===== config.mk =====
export PLATFORM = sky130hd
export DESIGN_NAME = insertion_sort_engine
export DESIGN_NICKNAME = d
export VERILOG_FILES = /design/src/rtl/ise_pkg.sv /design/src/rtl/ise_cell.sv /design/src/rtl/insertion_sort_engine.sv
export SDC_FILE = /design/constraint.sdc
export NUM_CORES = 2
export LEC_CHECK = 0
export BUFFER_PORTS_ARGS = -buffer_cell sky130_fd_sc_hd__buf_2
export CORE_UTILIZATION = 50
export DETAILED_ROUTE_END_ITERATION = 16
export HOLD_SLACK_MARGIN = 0.12
export PLACE_DENSITY = 0.63
export SETUP_SLACK_MARGIN = 0.1
export SLEW_MARGIN = 20
export SYNTH_ARGS = -nofsm -noshare
export SYNTH_HDL_FRONTEND = slang
export SYNTH_SLANG_ARGS = --single-unit

===== constraint.sdc =====
create_clock -name clock -period 6.15 [get_ports clock]
set_clock_uncertainty 0.2 [all_clocks]
set_input_delay 1.5375 -clock clock [delete_from_list [all_inputs] [get_ports clock]]
set_output_delay 1.5375 -clock clock [all_outputs]
set_load 0.05 [all_outputs]

===== src/rtl/ise_pkg.sv =====
// Shared types and sizing constants for the insertion sort engine.
`default_nettype none

package ise_pkg;

   // Number of cells in the sorting chain (legal range 2 to 64)
   localparam int CAPACITY = 32;
   localparam int KEY_W    = 16;
   localparam int CNT_W    = $clog2(CAPACITY + 1);

   // Input word: one key and its end-of-set mark
   typedef struct packed {
      logic signed [KEY_W-1:0] key_value;
      logic                    set_end;
   } req_type;

   // Result word: one sorted key with run and overflow marks
   typedef struct packed {
      logic signed [KEY_W-1:0] sorted_key;
      logic                    run_end;
      logic                    overflowed;
   } rsp_type;

   // Per-cycle command broadcast to every cell
   typedef struct packed {
      logic insert;
      logic shift_out;
   } cell_ctrl_type;

endpackage

`default_nettype wire


===== src/rtl/ise_cell.sv =====
// One cell of the sorting chain: holds a key, takes the new key or its neighbor's.
`default_nettype none

module ise_cell (
   input  wire logic                              clock,
   input  wire ise_pkg::cell_ctrl_type            ctrl,
   input  wire logic signed [ise_pkg::KEY_W-1:0]  new_key,
   input  wire logic                              occupied,
   input  wire logic                              room,
   input  wire logic signed [ise_pkg::KEY_W-1:0]  left_key,
   input  wire logic                              left_move,
   input  wire logic signed [ise_pkg::KEY_W-1:0]  right_key,
   output logic signed [ise_pkg::KEY_W-1:0]       key,
   output logic                                   move
);

   logic signed [ise_pkg::KEY_W-1:0] key_ff;
   logic signed [ise_pkg::KEY_W-1:0] key_in;

   // Cell moves on insert if it is at or past the insertion point:
   // empty slot at the fill edge, or a held key strictly greater
   assign move = room & (~occupied | (key_ff > new_key));

   always_comb begin
      key_in = key_ff;
      priority if (ctrl.insert && move) begin
         // first moving cell takes the new key, the rest shift right
         key_in = left_move ? left_key : new_key;
      end else if (ctrl.shift_out) begin
         key_in = right_key;
      end else begin
         // idle or not at the insertion point: hold
         key_in = key_ff;
      end
   end

   always_ff @(posedge clock) begin
      key_ff <= key_in;
   end

   assign key = key_ff;

endmodule

`default_nettype wire


===== src/rtl/insertion_sort_engine.sv =====
// Top level of the insertion sort engine: cell chain, fill count and result output.
//
// Usage: present a word on req_word and raise start; the word is taken at a
// rising edge where start is high and busy is low. Each key is placed into a
// chain of CAPACITY cells, after all held keys of equal or lower
// value, so one key per cycle is taken while a set fills.
// The word with set_end high is inserted, then busy rises and the chain
// shifts its keys out toward cell 0, one per cycle. Results appear on
// rsp_word with rsp_valid high for one cycle each, in ascending order; the
// first is read from cell 0 into the result word register once the closing
// word has been taken, and the chain shifts each later key through cell 0.
// run_end marks the largest key. Keys that arrive while all cells are full
// are dropped and every result of that set has overflowed set. busy falls
// with the last result cycle and the next set can start.
// Reset clears the fill count, drop mark, busy flag and output strobe; cell contents
// are only read below the fill count and need no reset.
// The receiver cannot stall: each result must be taken in its cycle.
`default_nettype none

module insertion_sort_engine (
   input  wire logic             clock,
   input  wire logic             reset,
   input  wire logic             start,
   output logic                  busy,
   input  wire ise_pkg::req_type req_word,
   output logic                  rsp_valid,
   output ise_pkg::rsp_type      rsp_word
);

   localparam int N = ise_pkg::CAPACITY;

   logic [ise_pkg::CNT_W-1:0] count_ff, count_in;
   logic                      drop_ff, drop_in;
   logic                      emit_ff, emit_in;
   logic                      rsp_valid_ff, rsp_valid_in;
   ise_pkg::rsp_type          rsp_word_ff, rsp_word_in;

   logic                      accept;
   logic                      full;
   ise_pkg::cell_ctrl_type    ctrl;

   logic signed [ise_pkg::KEY_W-1:0] cell_key [N];
   logic                             cell_move [N];

   assign accept = start & ~emit_ff;
   assign full   = (count_ff == ise_pkg::CNT_W'(N));

   // Chain command: insert while filling, shift toward cell 0 while emitting
   assign ctrl.insert    = accept & ~full;
   assign ctrl.shift_out = emit_ff;

   // Cell chain
   for (genvar i = 0; i < N; i++) begin : g_cell
      logic signed [ise_pkg::KEY_W-1:0] l_key;
      logic signed [ise_pkg::KEY_W-1:0] r_key;
      logic                             l_move;

      if (i == 0) begin : g_first
         assign l_key  = req_word.key_value;
         assign l_move = 1'b0;
      end else begin : g_mid
         assign l_key  = cell_key[i-1];
         assign l_move = cell_move[i-1];
      end

      if (i == N - 1) begin : g_last
         assign r_key = '0;
      end else begin : g_inner
         assign r_key = cell_key[i+1];
      end

      ise_cell u_cell (
         .clock     (clock),
         .ctrl      (ctrl),
         .new_key   (req_word.key_value),
         .occupied  (count_ff > ise_pkg::CNT_W'(i)),
         .room      (count_ff >= ise_pkg::CNT_W'(i)),
         .left_key  (l_key),
         .left_move (l_move),
         .right_key (r_key),
         .key       (cell_key[i]),
         .move      (cell_move[i])
      );
   end

   // Fill count, drop mark and emission control
   always_comb begin
      count_in     = count_ff;
      drop_in      = drop_ff;
      emit_in      = emit_ff;
      rsp_valid_in = 1'b0;
      rsp_word_in.sorted_key = cell_key[0];
      rsp_word_in.run_end    = (count_ff == ise_pkg::CNT_W'(1));
      rsp_word_in.overflowed = drop_ff;
      priority if (emit_ff) begin
         rsp_valid_in = 1'b1;
         count_in     = count_ff - ise_pkg::CNT_W'(1);
         if (count_ff == ise_pkg::CNT_W'(1)) begin
            emit_in = 1'b0;
            drop_in = 1'b0;
         end
      end else if (accept) begin
         if (full) begin
            drop_in = 1'b1;
         end else begin
            count_in = count_ff + ise_pkg::CNT_W'(1);
         end
         emit_in = req_word.set_end;
      end else begin
         // idle: hold
         emit_in = emit_ff;
      end
   end

   always_ff @(posedge clock) begin
      if (reset) begin
         count_ff     <= '0;
         drop_ff      <= 1'b0;
         emit_ff      <= 1'b0;
         rsp_valid_ff <= 1'b0;
      end else begin
         count_ff     <= count_in;
         drop_ff      <= drop_in;
         emit_ff      <= emit_in;
         rsp_valid_ff <= rsp_valid_in;
      end
   end

   // Result word register, payload only
   always_ff @(posedge clock) begin
      rsp_word_ff <= rsp_word_in;
   end

   assign busy      = emit_ff;
   assign rsp_valid = rsp_valid_ff;
   assign rsp_word  = rsp_word_ff;

endmodule

`default_nettype wire

==> impl_metrics.yaml <==
timing:
  max_clock_freq_mhz: 203
  fin_ws_ps: 1230
  worst_pin_slew_ps: 1080
  period_share: 0.800
  maxSlewViolCount: 0
  setup_viol: 0
  rsz0062_at_grt: "no"
  period_needed_ps: 4920
  fin_setup_tns_ps: 0
  hold_violations: 0
  relSlewSlack: 0.267
synthesis:
  seq_area_frac_synth: 0.367
  syn_area_per_cell_um2: 10.5
  synth_seq_cells: 539
  synth_cell_type_count: 105
  synthArstFlopShare: 0
  syn-instance-count: 4124
  synth-edff-count: 512
  synth_flop_cell: "edfxtp_1"
  yosys_warnings: 0
  synth_nets: 4660
  synthesis.area_um2: 43400
clocking:
  cts_resized: 0
  cts_sinks: 539
  hold_buffers: 0
  postCtsSetupBuffers: 0
  cts_root_buffer: "clkbuf_16"
  path_clk_slew_ps: 60
  clkLatencyLatePin_ps: 670
  cts_buffers: 61
  h-tree-depth: 2
  tritoncts: "built"
  cts.path.max_buffers: 3
global_routing:
  grt_pass1_wl_um: 214000
  grt_start_max_net_pins: 102
  grt_pass1_vias: 33748
  antenna_found_initial: 6
  grt.overflow.total: 0
  track_usage: 0.325
critical_path:
  critPathMaxStageDelay_ps: 560
  end_kind: "register"
  critPathArrivalTime_ps: 5130
  required_ps: 6360
  startpoint: "req_word[7]"
  reg2regPathDepth: 11
  path_max_fanout: 27
  r2r_start: "count_ff[1]"
  worstPathCellList: "buf_2 -> inv_2 -> buf_4 -> ha_1 -> nand4_1 -> nor4_1 -> a21boi_0 -> or3_1 -> a32o_2 -> buf_4 -> mux2_2 -> mux2_2"
  start_kind: "input pin"
  r2r-end: "g_cell[25].u_cell.key[13]"
  slowest_stage: "a32o_2"
  ff2ff_setup_slack_ps: 1430
  critPathKind: "in2reg"
floorplan:
  rows: 107
  pin_count: 40
  die-area_um2: 88000
  fp.dieH_um: 297
  initial_core_util: 0.507
  fp.dieW_um: 297
  coreArea_um2: 85500
worst_hold_path:
  min-delay-start: "g_cell[0].u_cell.key[5]"
  hold_depth: 0
  hold-path-endpoint: "rsp_word[7]"
  min_path_type: "reg2reg"
power_and_ir_drop:
  peakVddDrop_uv: 259
  p_leak_nw: 18.7
  powerDensity_nw_per_um2: 264
place:
  hpwl_um: 102000
  io_buffers: 39
  post-place-cells: 5189
  routabilityCongestion: 0.905
  pre_cts_slack_ps: 627
routing:
  drtIter0Drc: 2848
  vias: 35163
  drt_pass1_iterations: 6
  antenna_left: 0
  wirelength_um: 146000
  vias_per_cell: 6.63
  drcViolationCount: 0
  wl_per_cell_um: 27.5
layout:
  drive_gt1_frac: 0.189
  n_antenna_cell: 0
  area_growth_pct: 8.55
  instances_no_fill: 5302
  final_nets: 4644
job:
  maxCapViolCount: 0
run_status:
  status: "finished clean"
## logic make-up after synthesis
kind of cell	share of synthesized area
buf+inv	0.0388
fa+ha+maj	0.149
compound gates	0.159
flops	0.367
xor+xnor	0.00121
simple gates	0.114
mux	0.171
## metrics by stage
stage	area (um^2)	power (mW)	hold slack, ps	utilization
global placement	45200	8.68	220	0.528
CTS	47100	12.4	235	0.551
finish	47100	12.5	244	0.551
floorplan	43400	7.57	132	-
detailed placement	45200	8.76	223	0.528
global route	47100	13.0	247	0.551
## power breakdown
part	internal [mW]	total (mW)	leakage [nW]	switching [mW]
clock	2.03	3.67	0.963	1.64
sequential	4.60	5.04	5.00	0.443
combinational	1.50	3.73	12.8	2.24
total	8.13	12.5	18.7	4.32
## worst max-delay path: cells and delay by family
family,cells,cell delay [ps]
fa+ha+maj,1,180
buf+inv,4,1380
simple gates,3,520
mux,2,620
compound gates,2,850
## state kept, by name, summed over array words and instances (netlist names)
name	cells
rsp_word	18
busy	1
drop_ff	1
rsp_valid	1
g_cell.u_cell.key	512
count_ff	6
## routing by layer
metal | part of all wire | track usage | vias to the layer above
li1 | - | - | 16115
met1 | 0.41 | 0.418 | 17120
met2 | 0.47 | 0.539 | 1515
met5 | 0.00018 | 0 | -
met4 | 0.047 | 0.141 | 4
met3 | 0.074 | 0.0523 | 409
## cells in the final DEF (no fill, tap or decap), types with 17 or more instances in the layout
cell type | synthesis | layout
ha_1 | 516 | 516
edfxtp_1 | 512 | 512
mux2_2 | 373 | 373
a21oi_1 | 352 | 350
mux2i_1 | 297 | 297
o21ai_0 | 196 | 196
nand2_1 | 170 | 170
buf_4 | 24 | 153
nor2_1 | 150 | 145
nand3_1 | 130 | 130
inv_1 | 111 | 96
nand4_1 | 91 | 91
nor3_1 | 83 | 82
a31oi_1 | 74 | 70
clkbuf_16 | 0 | 62
a21o_1 | 54 | 54
o211ai_1 | 52 | 52
a2bb2oi_1 | 51 | 51
and3_1 | 49 | 49
or3_1 | 43 | 43
a211oi_1 | 41 | 41
nor2b_1 | 38 | 38
buf_2 | 65 | 38
nand3b_1 | 37 | 37
a311oi_1 | 32 | 32
or2_2 | 28 | 28
dfxtp_1 | 27 | 26
nand2b_1 | 23 | 23
a221o_1 | 19 | 19
o31ai_1 | 18 | 18
a311o_1 | 17 | 17
a2111o_1 | 17 | 17
## worst max-delay path by stage
stage,end,slack [ps],depth (start not counted)
final,g_cell[19].u_cell.key[3],1230,12
after CTS,g_cell[19].u_cell.key[3],1320,12
after detailed placement,g_cell[19].u_cell.key[6],630,12
after global routing,g_cell[19].u_cell.key[3],1100,12
after floorplan,g_cell[25].u_cell.key[10],1040,10
after global placement,g_cell[4].u_cell.key[11],610,12
## synthesized netlist by cell type, types with 15 or more instances
| library cell | instances | share of area |
|---|---|---|
| a311o_1 | 17 | 0.0039 |
| a311oi_1 | 32 | 0.0065 |
| nor3_1 | 83 | 0.0096 |
| a221o_1 | 19 | 0.0044 |
| a211oi_1 | 41 | 0.0071 |
| mux2_2 | 373 | 0.097 |
| nand3b_1 | 37 | 0.0064 |
| a21oi_1 | 352 | 0.041 |
| nor2b_1 | 38 | 0.0055 |
| ha_1 | 516 | 0.15 |
| nor4_1 | 16 | 0.0023 |
| nor2_1 | 150 | 0.013 |
| o21a_1 | 15 | 0.0026 |
| edfxtp_1 | 512 | 0.35 |
| buf_4 | 24 | 0.0042 |
| nand4_1 | 91 | 0.013 |
| or3_1 | 43 | 0.0062 |
| buf_2 | 65 | 0.0075 |
| o31ai_1 | 18 | 0.0031 |
| o21ai_0 | 196 | 0.023 |
| o211ai_1 | 52 | 0.0090 |
| nand2_1 | 170 | 0.015 |
| nand3_1 | 130 | 0.015 |
| or2_2 | 28 | 0.0040 |
| clkbuf_1 | 176 | 0.015 |
| dfxtp_1 | 27 | 0.012 |
| mux2i_1 | 297 | 0.069 |
| and2_1 | 15 | 0.0022 |
| a31oi_1 | 74 | 0.011 |
| nand2b_1 | 23 | 0.0033 |
| and3_1 | 49 | 0.0071 |
| a2111o_1 | 17 | 0.0044 |
| inv_1 | 111 | 0.0096 |
| a21o_1 | 54 | 0.0093 |
| a2bb2oi_1 | 51 | 0.010 |
## layout make-up
cell class	instances	area [um^2]
Fill cell	7461	38400
Multi-Input combinational cell	3195	25900
Sequential cell	539	15900
Clock buffer	82	1720
Timing Repair Buffer	199	1500
Tap cell	1144	1430
Inverter	112	420
Clock inverter	31	213
No activity file was read; power rests on OpenSTA's default activity.
